**src/design/crx_pkg.sv**
```systemverilog
// Shared types, constants and helpers for the CANopen receive node table decoder.
// No dependencies; every other design file but crx_ram refers to this package by scoped names.
package crx_pkg;

   localparam int NODE_COUNT  = 3;
   localparam int QUEUE_DEPTH = 2;

   // Identifier bits 10..7 select the frame class (0x580 and 0x180 shifted down).
   localparam logic [3:0] CLS_SDO_RSP = 4'hB;
   localparam logic [3:0] CLS_TPDO1   = 4'h3;

   localparam logic [15:0] OBJ_POSITION = 16'h6064;
   localparam logic [15:0] OBJ_STATUS   = 16'h6041;
   localparam logic [15:0] OBJ_CURRENT  = 16'h2027;
   localparam logic [15:0] OBJ_VELOCITY = 16'h606C;
   localparam logic [15:0] OBJ_DEMAND   = 16'h2031;
   localparam logic [15:0] OBJ_MODE     = 16'h6061;
   localparam logic [15:0] OBJ_ANALOG   = 16'h207C;
   localparam logic [7:0]  SUB_MAIN     = 8'h00;
   localparam logic [7:0]  SUB_ANALOG1  = 8'h01;

   localparam logic [6:0] SW_MASK         = 7'h6F;
   localparam logic [6:0] SW_FAULT        = 7'h08;
   localparam logic [6:0] SW_READY        = 7'h21;
   localparam logic [6:0] SW_SWITCHED_ON  = 7'h23;
   localparam logic [6:0] SW_DISABLED     = 7'h40;
   localparam logic [6:0] SW_OP_ENABLED   = 7'h27;

   typedef enum logic [1:0] {
      KIND_IGNORED = 2'd0,
      KIND_SDO     = 2'd1,
      KIND_TPDO    = 2'd2
   } kind_type;

   typedef enum logic [2:0] {
      ACT_NONE        = 3'd0,
      ACT_FAULT_RESET = 3'd1,
      ACT_ENABLE_VOLT = 3'd2,
      ACT_ENABLE_OP   = 3'd3,
      ACT_SHUTDOWN    = 3'd4,
      ACT_KEEP        = 3'd5
   } action_type;

   typedef enum logic [3:0] {
      OP_NONE,
      OP_POSITION,
      OP_STATUS,
      OP_CURRENT,
      OP_VELOCITY,
      OP_DEMAND,
      OP_MODE,
      OP_ANALOG,
      OP_TPDO
   } op_type;

   typedef struct packed {
      logic [10:0] frame_id;
      logic [7:0]  byte0;
      logic [7:0]  byte1;
      logic [7:0]  byte2;
      logic [7:0]  byte3;
      logic [7:0]  byte4;
      logic [7:0]  byte5;
      logic [7:0]  byte6;
      logic [7:0]  byte7;
   } req_type;

   typedef struct packed {
      logic [1:0]         frame_kind;
      logic [6:0]         node_number;
      logic [15:0]        status_word;
      logic signed [31:0] position;
      logic signed [15:0] motor_current;
      logic signed [31:0] velocity;
      logic signed [31:0] current_demand;
      logic signed [7:0]  mode_display;
      logic signed [15:0] analog_in;
      logic [2:0]         drive_action;
   } rsp_type;

   // Classified frame handed from the front end to the back end.
   typedef struct packed {
      kind_type    kind;
      logic [6:0]  node_number;
      op_type      op;
      logic [31:0] value;
   } cmd_type;

   // One node record as held in the table memory.
   typedef struct packed {
      logic [15:0] status_word;
      logic [31:0] position;
      logic [15:0] motor_current;
      logic [31:0] velocity;
      logic [31:0] current_demand;
      logic [7:0]  mode_display;
      logic [15:0] analog_in;
   } rec_type;

   function automatic action_type action_for(input logic [15:0] sw);
      logic [6:0] masked;
      action_type act;
      masked = sw[6:0] & SW_MASK;
      unique case (masked)
         SW_FAULT:       act = ACT_FAULT_RESET;
         SW_READY:       act = ACT_ENABLE_VOLT;
         SW_SWITCHED_ON: act = ACT_ENABLE_OP;
         SW_DISABLED:    act = ACT_SHUTDOWN;
         SW_OP_ENABLED:  act = ACT_KEEP;
         default:        act = ACT_NONE;
      endcase
      return act;
   endfunction

endpackage

```
**src/design/canopen_rx_node_table_decoder_core.sv**
```systemverilog
// Top level of the CANopen receive decoder with its per-node record table.
// Depends on crx_pkg, crx_front, crx_cmd_queue, crx_back (and crx_ram below it).
//
// Usage:
//  - Input side is a queue: present a frame on req_data and raise push; the
//    beat is taken on a rising edge with push high and full low.
//  - Result side is a queue: while empty is low, rsp_data holds the oldest
//    result; raise pop to take that beat. Every frame gives exactly one result,
//    ignored frames included (kind 0, record fields and action zero).
//  - Path: a frame taken into an idle block is classified straight into the
//    command queue; the back end then reads the record from the table
//    (ST_IDLE), and merges, writes it back and registers the result (ST_MERGE).
//  - The back end reads a record and writes it back before it takes the
//    next frame (no forwarding path), and takes none while an unpopped result waits.
//  - A two-entry command queue between front and back keeps taking frames
//    while a result waits; full rises once it fills, behind a stalled result
//    or when frames arrive faster than the back end takes them.
//  - Reset (synchronous, active high) empties the queues and clears every
//    record's valid bit, so all node records read as zero right after reset;
//    no clearing pass is needed.
module canopen_rx_node_table_decoder_core #(
   parameter int NODE_COUNT = crx_pkg::NODE_COUNT
) (
   input  logic             clock,
   input  logic             reset,
   input  logic             push,
   output logic             full,
   input  crx_pkg::req_type req_data,
   output logic             empty,
   input  logic             pop,
   output crx_pkg::rsp_type rsp_data
);

   crx_pkg::cmd_type front_cmd;
   crx_pkg::cmd_type q_data;
   logic             q_empty;
   logic             q_pop;

   // frame classification: node range, class, known SDO object
   crx_front #(
      .NODE_COUNT (NODE_COUNT)
   ) u_front (
      .frame (req_data),
      .cmd   (front_cmd)
   );

   // decoupling queue; its full flag is the block's full
   crx_cmd_queue #(
      .DEPTH (crx_pkg::QUEUE_DEPTH)
   ) u_queue (
      .clock     (clock),
      .reset     (reset),
      .push      (push),
      .push_data (front_cmd),
      .full      (full),
      .pop       (q_pop),
      .pop_data  (q_data),
      .empty     (q_empty)
   );

   // table update and result register
   crx_back #(
      .NODE_COUNT (NODE_COUNT)
   ) u_back (
      .clock    (clock),
      .reset    (reset),
      .q_empty  (q_empty),
      .q_data   (q_data),
      .q_pop    (q_pop),
      .rsp_data (rsp_data),
      .empty    (empty),
      .pop      (pop)
   );

endmodule

```
**src/design/crx_ram.sv**
```systemverilog
// Generic single-write, single-read RAM with registered read data.
// No package dependencies.
module crx_ram #(
   parameter int WIDTH = 8,
   parameter int DEPTH = 4,
   localparam int AW = (DEPTH > 1) ? $clog2(DEPTH) : 1
) (
   input  logic             clock,
   input  logic             wr_en,
   input  logic [AW-1:0]    wr_addr,
   input  logic [WIDTH-1:0] wr_data,
   input  logic             rd_en,
   input  logic [AW-1:0]    rd_addr,
   output logic [WIDTH-1:0] rd_data
);

   logic [WIDTH-1:0] mem_ff [DEPTH];
   logic [WIDTH-1:0] rd_data_ff;

   always_ff @(posedge clock) begin
      if (wr_en) begin
         mem_ff[wr_addr] <= wr_data;
      end
      if (rd_en) begin
         rd_data_ff <= mem_ff[rd_addr];
      end
   end

   assign rd_data = rd_data_ff;

endmodule

```
**src/design/crx_front.sv**
```systemverilog
// Front end: classifies a received frame by identifier class, node and SDO object.
// Depends on crx_pkg.
module crx_front #(
   parameter int NODE_COUNT = crx_pkg::NODE_COUNT
) (
   input  crx_pkg::req_type frame,
   output crx_pkg::cmd_type cmd
);

   logic [6:0]  node;
   logic [3:0]  cls;
   logic        node_ok;
   logic [15:0] obj_index;
   logic [7:0]  obj_sub;

   always_comb begin
      node      = frame.frame_id[6:0];
      cls       = frame.frame_id[10:7];
      node_ok   = (node != 7'd0) && (node <= 7'(NODE_COUNT));
      obj_index = {frame.byte2, frame.byte1};
      obj_sub   = frame.byte3;

      cmd.node_number = node;
      cmd.value       = {frame.byte7, frame.byte6, frame.byte5, frame.byte4};
      cmd.kind        = crx_pkg::KIND_IGNORED;
      cmd.op          = crx_pkg::OP_NONE;

      if (node_ok && cls == crx_pkg::CLS_SDO_RSP) begin
         cmd.kind = crx_pkg::KIND_SDO;
         // known objects are disjoint, an unknown one leaves the record alone
         priority if (obj_index == crx_pkg::OBJ_POSITION && obj_sub == crx_pkg::SUB_MAIN)
            cmd.op = crx_pkg::OP_POSITION;
         else if (obj_index == crx_pkg::OBJ_STATUS && obj_sub == crx_pkg::SUB_MAIN)
            cmd.op = crx_pkg::OP_STATUS;
         else if (obj_index == crx_pkg::OBJ_CURRENT && obj_sub == crx_pkg::SUB_MAIN)
            cmd.op = crx_pkg::OP_CURRENT;
         else if (obj_index == crx_pkg::OBJ_VELOCITY && obj_sub == crx_pkg::SUB_MAIN)
            cmd.op = crx_pkg::OP_VELOCITY;
         else if (obj_index == crx_pkg::OBJ_DEMAND && obj_sub == crx_pkg::SUB_MAIN)
            cmd.op = crx_pkg::OP_DEMAND;
         else if (obj_index == crx_pkg::OBJ_MODE && obj_sub == crx_pkg::SUB_MAIN)
            cmd.op = crx_pkg::OP_MODE;
         else if (obj_index == crx_pkg::OBJ_ANALOG && obj_sub == crx_pkg::SUB_ANALOG1)
            cmd.op = crx_pkg::OP_ANALOG;
         else
            cmd.op = crx_pkg::OP_NONE;
      end else if (node_ok && cls == crx_pkg::CLS_TPDO1) begin
         cmd.kind = crx_pkg::KIND_TPDO;
         cmd.op   = crx_pkg::OP_TPDO;
      end
   end

endmodule

```
**src/design/crx_cmd_queue.sv**
```systemverilog
// Short FIFO of classified frames between the front end and the back end.
// Depends on crx_pkg.
module crx_cmd_queue #(
   parameter int DEPTH = crx_pkg::QUEUE_DEPTH,
   localparam int PTR_W = (DEPTH > 1) ? $clog2(DEPTH) : 1,
   localparam int CNT_W = $clog2(DEPTH + 1)
) (
   input  logic             clock,
   input  logic             reset,
   input  logic             push,
   input  crx_pkg::cmd_type push_data,
   output logic             full,
   input  logic             pop,
   output crx_pkg::cmd_type pop_data,
   output logic             empty
);

   crx_pkg::cmd_type mem_ff [DEPTH];
   logic [PTR_W-1:0] wr_ptr_ff;
   logic [PTR_W-1:0] rd_ptr_ff;
   logic [CNT_W-1:0] count_ff;
   logic             do_push;
   logic             do_pop;

   function automatic logic [PTR_W-1:0] bump(input logic [PTR_W-1:0] ptr);
      return (ptr == PTR_W'(DEPTH - 1)) ? '0 : ptr + PTR_W'(1);
   endfunction

   assign full     = (count_ff == CNT_W'(DEPTH));
   assign empty    = (count_ff == '0);
   assign do_push  = push && !full;
   assign do_pop   = pop && !empty;
   assign pop_data = mem_ff[rd_ptr_ff];

   always_ff @(posedge clock) begin
      if (do_push) begin
         mem_ff[wr_ptr_ff] <= push_data;
      end
      if (reset) begin
         wr_ptr_ff <= '0;
         rd_ptr_ff <= '0;
         count_ff  <= '0;
      end else begin
         if (do_push) begin
            wr_ptr_ff <= bump(wr_ptr_ff);
         end
         if (do_pop) begin
            rd_ptr_ff <= bump(rd_ptr_ff);
         end
         if (do_push && !do_pop) begin
            count_ff <= count_ff + CNT_W'(1);
         end else if (do_pop && !do_push) begin
            count_ff <= count_ff - CNT_W'(1);
         end
      end
   end

endmodule

```
**src/design/crx_back.sv**
```systemverilog
// Back end: read-modify-write of the node record table and the result register.
// Depends on crx_pkg and crx_ram.
module crx_back #(
   parameter int NODE_COUNT = crx_pkg::NODE_COUNT,
   localparam int IDX_W = (NODE_COUNT > 1) ? $clog2(NODE_COUNT) : 1
) (
   input  logic             clock,
   input  logic             reset,
   input  logic             q_empty,
   input  crx_pkg::cmd_type q_data,
   output logic             q_pop,
   output crx_pkg::rsp_type rsp_data,
   output logic             empty,
   input  logic             pop
);

   localparam int REC_W = $bits(crx_pkg::rec_type);

   typedef enum logic {
      ST_IDLE,
      ST_MERGE
   } state_type;

   state_type             state_ff;
   crx_pkg::cmd_type      cmd_ff;
   crx_pkg::rsp_type      rsp_ff;
   logic                  out_valid_ff;
   logic [NODE_COUNT-1:0] valid_ff;

   logic                  slot_free;
   logic                  rd_en;
   logic [IDX_W-1:0]      rd_addr;
   logic [REC_W-1:0]      rd_data;
   logic [IDX_W-1:0]      cur_idx;
   logic                  live;
   crx_pkg::rec_type      old_rec;
   crx_pkg::rec_type      new_rec;
   logic                  wr_en;
   crx_pkg::rsp_type      result;

   always_comb begin
      slot_free = !out_valid_ff || pop;
      q_pop     = (state_ff == ST_IDLE) && !q_empty && slot_free;
      rd_en     = q_pop && (q_data.kind != crx_pkg::KIND_IGNORED);
      rd_addr   = IDX_W'(q_data.node_number - 7'd1);

      cur_idx   = IDX_W'(cmd_ff.node_number - 7'd1);
      live      = (cmd_ff.kind != crx_pkg::KIND_IGNORED);
      // an entry never written since reset reads as zero
      old_rec   = (live && valid_ff[cur_idx]) ? crx_pkg::rec_type'(rd_data) : '0;

      new_rec = old_rec;
      unique case (cmd_ff.op)
         crx_pkg::OP_POSITION: new_rec.position       = cmd_ff.value;
         crx_pkg::OP_STATUS:   new_rec.status_word    = cmd_ff.value[15:0];
         crx_pkg::OP_CURRENT:  new_rec.motor_current  = cmd_ff.value[15:0];
         crx_pkg::OP_VELOCITY: new_rec.velocity       = cmd_ff.value;
         crx_pkg::OP_DEMAND:   new_rec.current_demand = cmd_ff.value;
         crx_pkg::OP_MODE:     new_rec.mode_display   = cmd_ff.value[7:0];
         crx_pkg::OP_ANALOG:   new_rec.analog_in      = cmd_ff.value[15:0];
         crx_pkg::OP_TPDO: begin
            new_rec.motor_current = cmd_ff.value[15:0];
            new_rec.status_word   = cmd_ff.value[31:16];
         end
         default: new_rec = old_rec;
      endcase

      wr_en = (state_ff == ST_MERGE) && live;

      result.frame_kind     = cmd_ff.kind;
      result.node_number    = cmd_ff.node_number;
      result.status_word    = new_rec.status_word;
      result.position       = new_rec.position;
      result.motor_current  = new_rec.motor_current;
      result.velocity       = new_rec.velocity;
      result.current_demand = new_rec.current_demand;
      result.mode_display   = new_rec.mode_display;
      result.analog_in      = new_rec.analog_in;
      result.drive_action   = live ? crx_pkg::action_for(new_rec.status_word)
                                   : crx_pkg::ACT_NONE;
   end

   crx_ram #(
      .WIDTH (REC_W),
      .DEPTH (NODE_COUNT)
   ) u_table (
      .clock   (clock),
      .wr_en   (wr_en),
      .wr_addr (cur_idx),
      .wr_data (REC_W'(new_rec)),
      .rd_en   (rd_en),
      .rd_addr (rd_addr),
      .rd_data (rd_data)
   );

   always_ff @(posedge clock) begin
      if (reset) begin
         state_ff     <= ST_IDLE;
         out_valid_ff <= 1'b0;
         valid_ff     <= '0;
      end else begin
         if (out_valid_ff && pop) begin
            out_valid_ff <= 1'b0;
         end
         unique case (state_ff)
            ST_IDLE: begin
               if (q_pop) begin
                  cmd_ff   <= q_data;
                  state_ff <= ST_MERGE;
               end
            end
            ST_MERGE: begin
               rsp_ff       <= result;
               out_valid_ff <= 1'b1;
               state_ff     <= ST_IDLE;
               if (wr_en) begin
                  valid_ff[cur_idx] <= 1'b1;
               end
            end
            default: state_ff <= ST_IDLE;
         endcase
      end
   end

   assign rsp_data = rsp_ff;
   assign empty    = !out_valid_ff;

endmodule
```
**config.mk**
```make
export PLATFORM = sky130hd
export DESIGN_NAME = canopen_rx_node_table_decoder_core
export DESIGN_NICKNAME = d
export VERILOG_FILES = /design/src/design/crx_pkg.sv /design/src/design/canopen_rx_node_table_decoder_core.sv /design/src/design/crx_ram.sv /design/src/design/crx_front.sv /design/src/design/crx_cmd_queue.sv /design/src/design/crx_back.sv
export SDC_FILE = /design/constraint.sdc
export NUM_CORES = 1
export LEC_CHECK = 0
export BUFFER_PORTS_ARGS = -buffer_cell sky130_fd_sc_hd__clkbuf_2
export CAP_MARGIN = 40
export CORE_AREA = 2 2 269 271
export CTS_CLUSTER_SIZE = 25
export DETAILED_ROUTE_END_ITERATION = 8
export DIE_AREA = 0 0 271 273
export PLACE_DENSITY = 0.66
export SETUP_SLACK_MARGIN = 0.15
export SYNTH_ARGS = -nofsm -noshare
export SYNTH_HDL_FRONTEND = slang
export SYNTH_HIERARCHICAL = 1
export SYNTH_SLANG_ARGS = --single-unit
```
**constraint.sdc**
```tcl
create_clock -name clock -period 18.45 [get_ports clock]
set_clock_uncertainty 0.15 [all_clocks]
set_input_delay 1.845 -clock clock [delete_from_list [all_inputs] [get_ports clock]]
set_output_delay 1.845 -clock clock [all_outputs]
set_load 0.1 [all_outputs]
```
# Yosys cells after proc, flatten, opt, wreduce, memory -nomap -nowiden
# Memories as Yosys holds them, arrays and structs flattened. A register that Yosys moved wholly into a read port is not among the register bits.
# Index checks and enable logic that the tools add are counted.
# totals
regBits	218
ram_bits	546
input_bits	79
word_cells	134
memories	2
# mem_list
name	words	width	rd	rd_clocked_by_memory_dff	wr	line_no	source
u_back.u_table.mem_ff	3	152	1	1	1	crx_ram.sv:17	logic [WIDTH-1:0] mem_ff [DEPTH];
u_queue.mem_ff	2	45	1	1	1	crx_cmd_queue.sv:18	crx_pkg::cmd_type mem_ff [DEPTH];
# op_classes
add_sub_neg	6
order_cmp	3
n_eq_ne	24
n_mux	38
bitwise_logic	3
n_reduce_logical	38
# op_table
op	n
$mux 152	1
$mux 32	3
$eq 16x15->1 const B	4
$eq 16x14->1 const B	3
$mux 16	2
$mux 4	8
$pmux 16 s2	1
$logic_and 1x1->1	21
$eq 6x5->1 const B	3
$eq 4x3->1 const B	4
$pmux 3 s5	1
$mux 1	13
$eq 4x2->1 const B	3
$eq 4x4->1 const B	2
$eq 8x1->1 const B	1
$logic_not 8->1	1
$mux 2	4
$mux 8	1
$reduce_bool 2->1	4
$le 7x2->1 const B	1
$reduce_bool 7->1	1
$eq 6x4->1 const B	1
$eq 6x6->1 const B	1
$sub 2x1->2 const B	3
18 further kinds	25

# Depth between registers and ports, before layout
# Gate-level depths: netlist of the first run.
# depth
word_depth	10
ltp_mapped	10

# By module
# The synthesis of the first run kept the hierarchy.
# modules_own_cells
module	instances	cells_per_inst	area_each_um2	seq_area_each_um2
crx_ram	1	1118	21469.3	18257.5
crx_back	1	733	8893.5	6376.1
crx_cmd_queue	1	165	3452.1	2802.7
crx_front	1	82	614.3	0.0

# Least setup slack after synthesis of the first run
# No wires, ideal clock.
# synth_path
path_kind	flip-flop to flip-flop
from	reg u_back/cmd_ff[36] (netlist bit)
to	mem u_back/u_table/mem_ff[0][0] (netlist bit), enable pin
arrival_ps	11882
required_ps	17420
setup_slack_ps	5538
path_stages_with_launch	4
path_cell_list	edfxtp_1 > inv_1 > ha_1 > nor3b_1
# synth_between
elab_chain_cells	1
# synth_rtl
item	line_no	source
start: declaration	crx_back.sv:25	crx_pkg::cmd_type cmd_ff;
start signal: assignment	crx_back.sv:108	cmd_ff <= q_data;
$sub 2x1->2	crx_back.sv:47	cur_idx = IDX_W'(cmd_ff.node_number - 7'd1);
via u_back.cur_idx[0]	crx_back.sv:34	logic [IDX_W-1:0] cur_idx;
end: declaration	crx_ram.sv:17	
# The timed path passes the listed nets, and every way through them passes these cells.

# Worst setup path after layout of the first run
# layout_path
from	in pop
to	reg u_back.u_table.rd_data_ff[75], in the netlist u_back/u_table/rd_data[75], read port of u_back.u_table.mem_ff, enable pin
# layout_between
elab_chain_cells	3
# layout_rtl
item	line_no	source
start: declaration	canopen_rx_node_table_decoder_core.sv:30	input logic pop,
$logic_or 1x1->1	crx_back.sv:42	slot_free = !out_valid_ff || pop;
$logic_and 1x1->1	crx_back.sv:43	q_pop = (state_ff == ST_IDLE) && !q_empty && slot_free;
via q_pop	canopen_rx_node_table_decoder_core.sv:37	logic q_pop;
$logic_and 1x1->1	crx_back.sv:44	rd_en = q_pop && (q_data.kind != crx_pkg::KIND_IGNORED);
via u_back.rd_en	crx_back.sv:31	logic rd_en;
end: declaration	crx_ram.sv:18	logic [WIDTH-1:0] rd_data_ff;
# The timed path passes the listed nets, and every way through them passes these cells.
# A chain may end at the register's enable or synchronous reset.

==> impl_metrics.json, run 1 <==
{
  "grt_pass1_wl_mm": 118,
  "dp_hpwl_mm": 46.2,
  "synth-simple-area-share_pct": 6.53,
  "rsz0062_at_grt": "no",
  "synth_common_cells": "edfxtp_1 (907), nand2_1 (398), mux2i_1 (154), o21ai_0 (146), o21ai_1 (82)",
  "die_w_um": 271,
  "tightest_slew_ns": 1.00,
  "fmax_mhz": 230,
  "die_h_um": 273,
  "synth_seq_cells": 917,
  "synth_most_common_cell": "edfxtp_1",
  "pwr-share-clk_pct": 27.9,
  "nNetsFinal": 2412,
  "coreArea_mm2": 0.0710,
  "synth_top_family_by_area": "simple AND/OR/NAND/NOR gates",
  "p_per_area_mw_per_mm2": 165,
  "path_clk_slew_ns": 0.06,
  "fin_crit_ns": 4.35,
  "synth-adder-area-share_pct": 0.145,
  "clk_path_buf_depth": 3,
  "relSlewSlack_pct": 33.2,
  "worstPathCellList": "clkbuf_2 -> inv_1 -> a21oi_1 -> nor2b_1 -> o21a_4 -> buf_12 -> buf_4 -> buf_16 -> buf_4",
  "netlist_area_mm2": 0.0344,
  "switchingPower_mw": 2.15,
  "place_area_mm2": 0.0366,
  "cp.arrival_ns": 4.46,
  "cts_setup_buffers": 0,
  "stdcell_area_mm2": 0.0396,
  "drc": 0,
  "crit_path_end_kind": "flop",
  "leakage_nw": 14.0,
  "cp-start-kind": "primary input",
  "antenna_found_initial": 4,
  "setup-tns-final_ns": 0,
  "critical_path.max_fanout": 53,
  "grt_pass1_vias": 18800,
  "synth_flop_cell": "edfxtp_1",
  "power_frac_comb_pct": 24.4,
  "synth-compound-area-share_pct": 4.77,
  "synthArstFlopShare_pct": 0,
  "cts_buffers": 92,
  "cts_resized": 0,
  "postSynthCellCount": 2098,
  "tritoncts": "yes",
  "grt_max_degree": 153,
  "syn_avg_cell_area_um2": 16.4,
  "crit_type": "primary input to flop",
  "synth-warning-count": 6,
  "root_buffer": "clkbuf_16",
  "place_congestion": 0.765,
  "wl_per_cell_um": 24.1,
  "synth_cell_type_count": 58,
  "synth_area_leaders": "edfxtp_1 (79%), mux2i_1 (4.5%), nand2_1 (4.3%)",
  "critPathSlowestCell": "buf_4",
  "ant_nets": 0,
  "ioPinCount": 245,
  "die-area_mm2": 0.0740,
  "switching_share_pct": 33.0,
  "drt_iter0_drc": 1946,
  "utilization_pct": 55.7,
  "n_fill_cell": 5465,
  "worstPathRequired_ns": 18.56,
  "period_share_pct": 23.6,
  "power_frac_seq_pct": 47.7,
  "htreeDepth": 3,
  "yosysTopAreaCell": "edfxtp_1",
  "cts_hold_buf": 0,
  "viasPerCell": 5.56,
  "maxSlewViolCount": 0,
  "synth_xor_area_share_pct": 0.127,
  "peakVddDrop_v": 0.0000933,
  "port_buffers": 236,
  "first_pass_iters": 6,
  "yosys-mux-area-fraction_pct": 5.95,
  "multiInputGateArea_mm2": 0.00610,
  "drv_cap": 0,
  "wl_mm": 80.7,
  "finalSetupViolCount": 0,
  "grt_use_total_pct": 21.6,
  "overflow": 0,
  "start_util_pct": 48.5,
  "synth_edf_count": 907,
  "p_int_mw": 4.37,
  "crit_path_frequent_cell": "buf_4",
  "regArea_mm2": 0.0274,
  "max_stage_delay_ns": 0.57,
  "cts.sinks": 917,
  "drive_gt1_share_pct": 20.5,
  "syn2layout_area_growth_pct": 15.0,
  "clock_latency_ns": 0.64,
  "min_path_type": "flop to flop",
  "vias": 18700,
  "hold_viol": 0,
  "synth_top_area_share_pct": 79.1,
  "outcome": "complete, no violations",
  "yosysSeqAreaShare_pct": 79.7,
  "rows": 98,
  "synth_nets": 2181
}
==> logic make-up (layout without fill, tap and decap cells) <==
family,Yosys count,in the layout
AO/OA/AOI/OAI,286,286
XOR/XNOR,5,5
multiplexers,199,199
adder cells (fa/ha/maj),4,4
AND/OR/NAND/NOR,521,521
buffers and inverters,166,470
flip-flops,917,917
other,0,1
==> power by group through the flow <==
stage	clock network, mW	registers, mW	logic [mW]
after CTS	1.86	3.12	1.60
after global routing	1.94	3.14	1.71
after detailed placement	0	3.15	1.59
after floorplan	0	3.41	0.855
final	1.82	3.11	1.59
after global placement	0	3.15	1.48
==> final cells by class <==
type / count / share of cell area, %
Inverter: 23 / 0.237
Clock inverter: 61 / 1.52
Timing Repair Buffer: 280 / 4.55
Tap cell: 950 / 3.00
Sequential cell: 917 / 69.3
Antenna cell: 1 / 0.00632
Clock buffer: 106 / 5.95
Multi-Input combinational cell: 1015 / 15.4
==> cell usage in the layout, fill, tap and decap left out, drive strengths merged, types with 2 or more instances in the layout <==
| cell | count |
|---|---|
| a21oi | 10 |
| a222oi | 10 |
| a22o | 22 |
| a32o | 4 |
| and2 | 7 |
| and3b | 3 |
| buf | 44 |
| bufinv | 10 |
| clkbuf | 342 |
| clkinv | 44 |
| clkinvlp | 5 |
| dfxtp | 10 |
| edfxtp | 907 |
| ha | 4 |
| inv | 25 |
| mux2 | 45 |
| mux2i | 154 |
| nand2 | 398 |
| nand2b | 3 |
| nand3 | 51 |
| nand3b | 2 |
| nand4 | 5 |
| nor2 | 17 |
| nor2b | 11 |
| nor3 | 4 |
| nor3b | 2 |
| nor4 | 5 |
| nor4b | 3 |
| o211ai | 2 |
| o21ai | 228 |
| or2 | 2 |
| or3 | 3 |
| xor2 | 4 |
==> final timing paths <==
check                    startpoint                            to  slack, ns  depth (start not counted)
setup / recovery                pop    u_back/u_table/rd_data[75]      14.10                          9
hold / removal    u_back/cmd_ff[41]          u_back/rsp_data[160]       0.27                          0
setup reg to reg  u_back/cmd_ff[36]  u_back/u_table/mem_ff[2][56]      14.21                          9
hold reg to reg   u_back/cmd_ff[41]          u_back/rsp_data[160]       0.27                          0
==> critical path, delay by kind of cell <==
family | cells | cell delay (ns)
buf+inv | 6 | 1.55
compound gates | 2 | 0.65
simple gates | 1 | 0.30
==> registers in the layout (all words and copies together) (netlist names), named ones only <==
register and cells:
u_queue/rd_ptr_ff 1, u_queue/count_ff 2, u_back/out_valid_ff 1, u_queue/mem_ff 90, u_back/u_table/rd_data 152, u_back/u_table/mem_ff 456
u_back/state_ff 1, u_back/valid_ff 3, u_back/cmd_ff 45, u_back/rsp_data 164, u_queue/wr_ptr_ff 1
==> layer usage <==
layer / up-vias / track usage, % / part of all wire, %
li1: 8308 / - / -
met4: 2 / 6.98 / 2.5
met2: 801 / 34.7 / 48
met5: - / 0 / 0.016
met3: 119 / 4.74 / 8.1
met1: 9428 / 29.6 / 41
==> stage by stage <==
stage               setup WS [ns]  total power, mW  instances  hold slack (ns)
floorplan                    5.54             4.27       2098            0.250
global placement            12.96             4.63       3166            0.260
detailed placement          13.47             4.75       3185            0.259
finish                      14.10             6.52       3353            0.270
global route                13.96             6.79       3353            0.277
CTS                         14.13             6.57       3352            0.272
Note: power is estimated with default switching activity, not from simulation.
==> run 2, diff against run 1 <==
--- a/config.mk
+++ b/config.mk
@@ -11,7 +11,7 @@
 export CTS_CLUSTER_SIZE = 25
 export DETAILED_ROUTE_END_ITERATION = 8
 export DIE_AREA = 0 0 271 273
-export PLACE_DENSITY = 0.66
+export PLACE_DENSITY = 0.69
 export SETUP_SLACK_MARGIN = 0.15
 export SYNTH_ARGS = -nofsm -noshare
 export SYNTH_HDL_FRONTEND = slang
==> constraint.sdc (replaced) <==
create_clock -name clock -period 3.9 [get_ports clock]
set_clock_uncertainty 0.15 [all_clocks]
set_input_delay 0.39 -clock clock [delete_from_list [all_inputs] [get_ports clock]]
set_output_delay 0.39 -clock clock [all_outputs]
set_load 0.1 [all_outputs]
==> run 2 against run 1 <==
Non-clock buffer count grew 40. Combinational power increased to 4.8 times the previous value. First-iteration DRC count fell by 8.5%. Cell count grew 1.2%. Via count is 0.75% higher. Largest cell class unchanged. Highest routed layer unchanged.
==> impl_metrics.json, run 2 (synthesis gave the netlist of run 1 again) <==
{
  "die_w_um": 271,
  "crit_path_end_kind": "flop",
  "first_pass_iters": 6,
  "drv_cap": 0,
  "hold_viol": 0,
  "root_buffer": "clkbuf_16",
  "leakage_nw": 14.2,
  "maxSlewViolCount": 0,
  "largest_register": "u_back/u_table/mem_ff",
  "port_buffers": 236,
  "start_util_pct": 48.5,
  "clk_path_buf_depth": 3,
  "peakVddDrop_v": 0.000526,
  "finalSetupViolCount": 0,
  "cp-start-kind": "flop",
  "relSlewSlack_pct": 40.4,
  "viasPerCell": 5.54,
  "fin_crit_ns": 3.04,
  "tritoncts": "yes",
  "pre_cts_ws_ns": 0.895,
  "wl_mm": 81.0,
  "layout_common_cells": "edfxtp_1 (907), nand2_1 (398), clkbuf_2 (236)",
  "cts.sinks": 917,
  "nNetsFinal": 2451,
  "drive_gt1_share_pct": 19.9,
  "critical_path.max_fanout": 11,
  "crit_type": "flop to flop",
  "rows": 98,
  "grt_use_total_pct": 21.5,
  "path_clk_slew_ns": 0.06,
  "regArea_mm2": 0.0274,
  "place_congestion": 0.795,
  "outcome": "complete, no violations",
  "drt_iter0_drc": 1780,
  "min_path_type": "primary input to flop",
  "overflow": 0,
  "place_inst": 3182,
  "grt_max_degree": 113,
  "ioPinCount": 245,
  "grt_pass1_wl_mm": 118,
  "grt_pass1_vias": 18700,
  "cts_resized": 0,
  "period_share_pct": 77.9,
  "antenna_found_initial": 1,
  "n_antenna_cell": 0,
  "die_h_um": 273,
  "drc": 0,
  "fin_cells": 3394,
  "cp.arrival_ns": 3.38,
  "syn2layout_area_growth_pct": 16.3,
  "die-area_mm2": 0.0740,
  "htreeDepth": 3,
  "p_per_area_mw_per_mm2": 774,
  "clock_latency_ns": 0.64,
  "rsz0062_at_grt": "no",
  "largest_reg_flops": 456,
  "vias": 18800,
  "multiInputGateArea_mm2": 0.00612,
  "dp_hpwl_mm": 46.2,
  "final_common_cell": "edfxtp_1",
  "setup_slack_ns": 0.862,
  "power_mw": 31.0,
  "cts_buffers": 91,
  "n_fill_cell": 5393,
  "ant_nets": 0,
  "tightest_slew_ns": 0.894,
  "wl_per_cell_um": 23.9,
  "fmax_mhz": 329,
  "worstPathRequired_ns": 4.24,
  "coreArea_mm2": 0.0710
}
run 2: changes by cell type in the layout (fill, tap and decap cells not counted), sizes merged, moves of 2 or more:
cell	change
inv	+4
clkinvlp	+2
dlygate4sd3	+43
buf	-3
clkinv	-9
clkbuf	+5
run 2: path summary, 6_finish.rpt:
check / start / to / slack (ns) / cells after the start
setup / recovery: u_back/cmd_ff[36] / u_back/rsp_data[0] / 0.86 / 9
setup reg to reg: u_back/cmd_ff[36] / u_back/rsp_data[0] / 0.86 / 9
hold reg to reg: u_back/cmd_ff[38] / u_back/rsp_data[157] / 0.27 / 0
hold / removal: reset / u_queue/count_ff[1] / 0.05 / 2
run 2: through the flow:
| step | TNS, ns | hold WS, ns | utilization (%) | instance area [um2] |
|---|---|---|---|---|
| 6_report | 0 | 0.0544 | 56.4 | 40000 |
| 5_1_grt | 0 | 0.0456 | 56.4 | 40000 |
| 4_1_cts | 0 | 0.000855 | 56.4 | 40000 |
| 3_5_place_dp | 0 | 0.256 | 51.6 | 36600 |
| 3_3_place_gp | 0 | 0.258 | 51.5 | 36500 |
| 2_1_floorplan | -206.98 | 0.250 | - | 34500 |
run 2: what timing repair did:
| item | in CTS | in global routing |
|---|---|---|
| buffers inserted | 0 | 0 |
| endpoints found under the hold margin | 84 | 0 |
| hold buffers | 43 | 0 |
run 2: power breakdown:
part | internal (mW) | switching (mW)
combinational | 1.93 | 5.63
sequential | 13.8 | 1.00
clock | 5.06 | 3.59
run 2: final cells by class:
cell class | instances | share of cell area [%]
flip-flops and latches | 917 | 68.5
multi-input cells | 1015 | 15.3
repair buffers | 320 | 5.55
inverters | 23 | 0.234
well taps | 950 | 2.97
clock inverters | 58 | 1.41
clock buffers | 111 | 6.01
run 2: routing by layer:
metal	vias to the layer above	wire length [um]	track usage, %
li1	8405	-	-
met5	-	13	0
met2	855	39200	35.0
met1	9406	34000	29.6
met3	130	5460	3.37
met4	2	2280	7.43
run 2: critical path, cell delays in order (launching register included):
cell	delay, ns
edfxtp_1	0.47
inv_2	0.19
ha_4	0.25
nand2b_1	0.18
a221oi_2	0.46
and2_1	0.50
a22oi_1	0.26
inv_1	0.18
nand3_1	0.09
a21oi_1	0.16
==> run 3, diff against run 2 <==
--- a/config.mk
+++ b/config.mk
@@ -11,7 +11,7 @@
 export CTS_CLUSTER_SIZE = 25
 export DETAILED_ROUTE_END_ITERATION = 8
 export DIE_AREA = 0 0 271 273
-export PLACE_DENSITY = 0.69
+export PLACE_DENSITY = 0.66
 export SETUP_SLACK_MARGIN = 0.15
 export SYNTH_ARGS = -nofsm -noshare
 export SYNTH_HDL_FRONTEND = slang
==> constraint.sdc (replaced) <==
create_clock -name clock -period 3.14 [get_ports clock]
set_clock_uncertainty 0.15 [all_clocks]
set_input_delay 0.314 -clock clock [delete_from_list [all_inputs] [get_ports clock]]
set_output_delay 0.314 -clock clock [all_outputs]
set_load 0.1 [all_outputs]
==> run 3 against run 2 <==
Cell count increased by 0.15%. Routed wire length decreased by 0.39%. Clock power increased by 24%. Sequential share of layout area decreased by 0.18 points. Non-clock buffer count increased by 9. Hold slack got worse by 0.017 ns. Combinational power increased by 24%. Largest cell class unchanged. Utilization increased by 0.15 points.
==> impl_metrics.json, run 3 (synthesis gave the netlist of run 1 again) <==
{
  "place_inst": 3189,
  "clk_path_buf_depth": 3,
  "ioPinCount": 245,
  "port_buffers": 236,
  "vias": 18700,
  "overflow": 0,
  "crit_type": "flop to flop",
  "die-area_mm2": 0.0740,
  "maxSlewViolCount": 0,
  "period_share_pct": 91.5,
  "nNetsFinal": 2460,
  "drt_iter0_drc": 2116,
  "wl_mm": 80.6,
  "ff2ff_setup_slack_ns": 0.27,
  "wl_per_cell_um": 23.7,
  "hold_viol": 0,
  "finalSetupViolCount": 0,
  "min_to": "u_queue/mem_ff[1][33]",
  "crit_path_end_kind": "flop",
  "hold-worst-slack_ns": 0.0375,
  "leakage_nw": 14.3,
  "grt_pass1_vias": 18900,
  "fin_cells": 3399,
  "min_path_cells": 4,
  "die_w_um": 271,
  "globalRoute.busiestLayer": "met2",
  "final_common_cell": "edfxtp_1",
  "cp.arrival_ns": 3.10,
  "grt_use_total_pct": 21.7,
  "root_buffer": "clkbuf_16",
  "worstPathRequired_ns": 3.36,
  "min_from": "req_data[55]",
  "fin_crit_ns": 2.87,
  "tightest_slew_ns": 0.859,
  "drc": 0,
  "grt_max_degree": 95,
  "die_h_um": 273,
  "antenna_found_initial": 3,
  "rr_worst_depth": 9,
  "htreeDepth": 3,
  "viasPerCell": 5.50,
  "place_congestion": 0.768,
  "cts_buffers": 91,
  "cts_setup_buffers": 0,
  "start_util_pct": 48.5,
  "dp_hpwl_mm": 46.3,
  "grt_util_met2_pct": 35.2,
  "syn2layout_area_growth_pct": 16.6,
  "r2r_start": "u_back/cmd_ff[36]",
  "critical_path.max_fanout": 36,
  "relSlewSlack_pct": 42.8,
  "setup-tns-final_ns": 0,
  "n_antenna_cell": 0,
  "min_path_type": "primary input to flop",
  "grt_pass1_wl_mm": 119,
  "cts.sinks": 917,
  "r2r-end": "u_back/rsp_data[78]",
  "cp-start-kind": "flop",
  "coreArea_mm2": 0.0710,
  "outcome": "complete, no violations",
  "tritoncts": "yes",
  "ant_nets": 0,
  "peakVddDrop_v": 0.000639,
  "largest_register": "u_back/u_table/mem_ff",
  "layout_common_cells": "edfxtp_1 (907), nand2_1 (398), clkbuf_2 (236)",
  "path_clk_slew_ns": 0.06,
  "met3_usage_pct": 3.05,
  "rsz0062_at_grt": "no",
  "utilization_pct": 56.5,
  "clock_latency_ns": 0.64,
  "p_per_area_mw_per_mm2": 958,
  "rows": 98,
  "grt.met1_usage_pct": 30.4,
  "fmax_mhz": 348,
  "drive_gt1_share_pct": 20.2,
  "drv_cap": 0,
  "largest_reg_flops": 456,
  "first_pass_iters": 8,
  "pre_cts_ws_ns": 0.290,
  "setup_slack_ns": 0.268
}
-- run 3: area by class of cell --
type | instances | area (um2)
clock inverters | 61 | 611
clock buffers | 104 | 2350
well taps | 950 | 1190
fillers | 5457 | 30900
repair buffers | 329 | 2340
multi-input cells | 1015 | 6120
inverters | 23 | 93.8
flip-flops and latches | 917 | 27400
-- run 3: stage by stage --
step | power (mW) | area (um2)
6_report | 38.5 | 40100
3_5_place_dp | 27.9 | 36700
2_1_floorplan | 24.9 | 34500
4_1_cts | 38.7 | 40100
3_3_place_gp | 27.6 | 36700
5_1_grt | 40.0 | 40100
-- run 3: critical path: stages, from the launching register on --
cell and delay, ns:
edfxtp_1 0.48, inv_2 0.19, ha_4 0.25, mux2i_1 0.12, nand2_1 0.21, and2_4 0.21
buf_12 0.23, buf_4 0.25, nand2_1 0.07, o21ai_0 0.43
-- run 3: report_power, final --
part	internal (mW)	leakage (nW)	switching (mW)
registers	17.1	8.51	1.25
clock network	6.28	1.44	4.44
logic	2.44	4.32	6.97
-- run 3: worst max path at each step --
stage / start / end / slack, ns / depth (start not counted)
after detailed placement: u_back/cmd_ff[36] / u_back/u_table/mem_ff[0][20] / 0.29 / 9
after global placement: u_back/cmd_ff[36] / u_back/rsp_data[97] / 0.43 / 7
after global routing: u_back/cmd_ff[36] / u_back/rsp_data[109] / 0.18 / 9
final: u_back/cmd_ff[36] / u_back/rsp_data[78] / 0.27 / 9
after floorplan: u_back/cmd_ff[36] / u_back/u_table/mem_ff[0][0] / -2.12 / 3
after CTS: u_back/cmd_ff[36] / u_back/rsp_data[23] / 0.30 / 9
-- run 3: what timing repair did --
| item | CTS | global route |
|---|---|---|
| hold endpoints to repair | 92 | 0 |
| endpoints found under the setup margin | 0 | 0 |
| hold buffers | 45 | 0 |
| gates resized for setup | 0 | 0 |
-- run 3: routing by layer --
layer / vias to the layer above / share of wire, %
li1: 8398 / -
met1: 9460 / 42
met2: 740 / 48
met3: 111 / 6.7
met4: 0 / 2.7
met5: - / 0
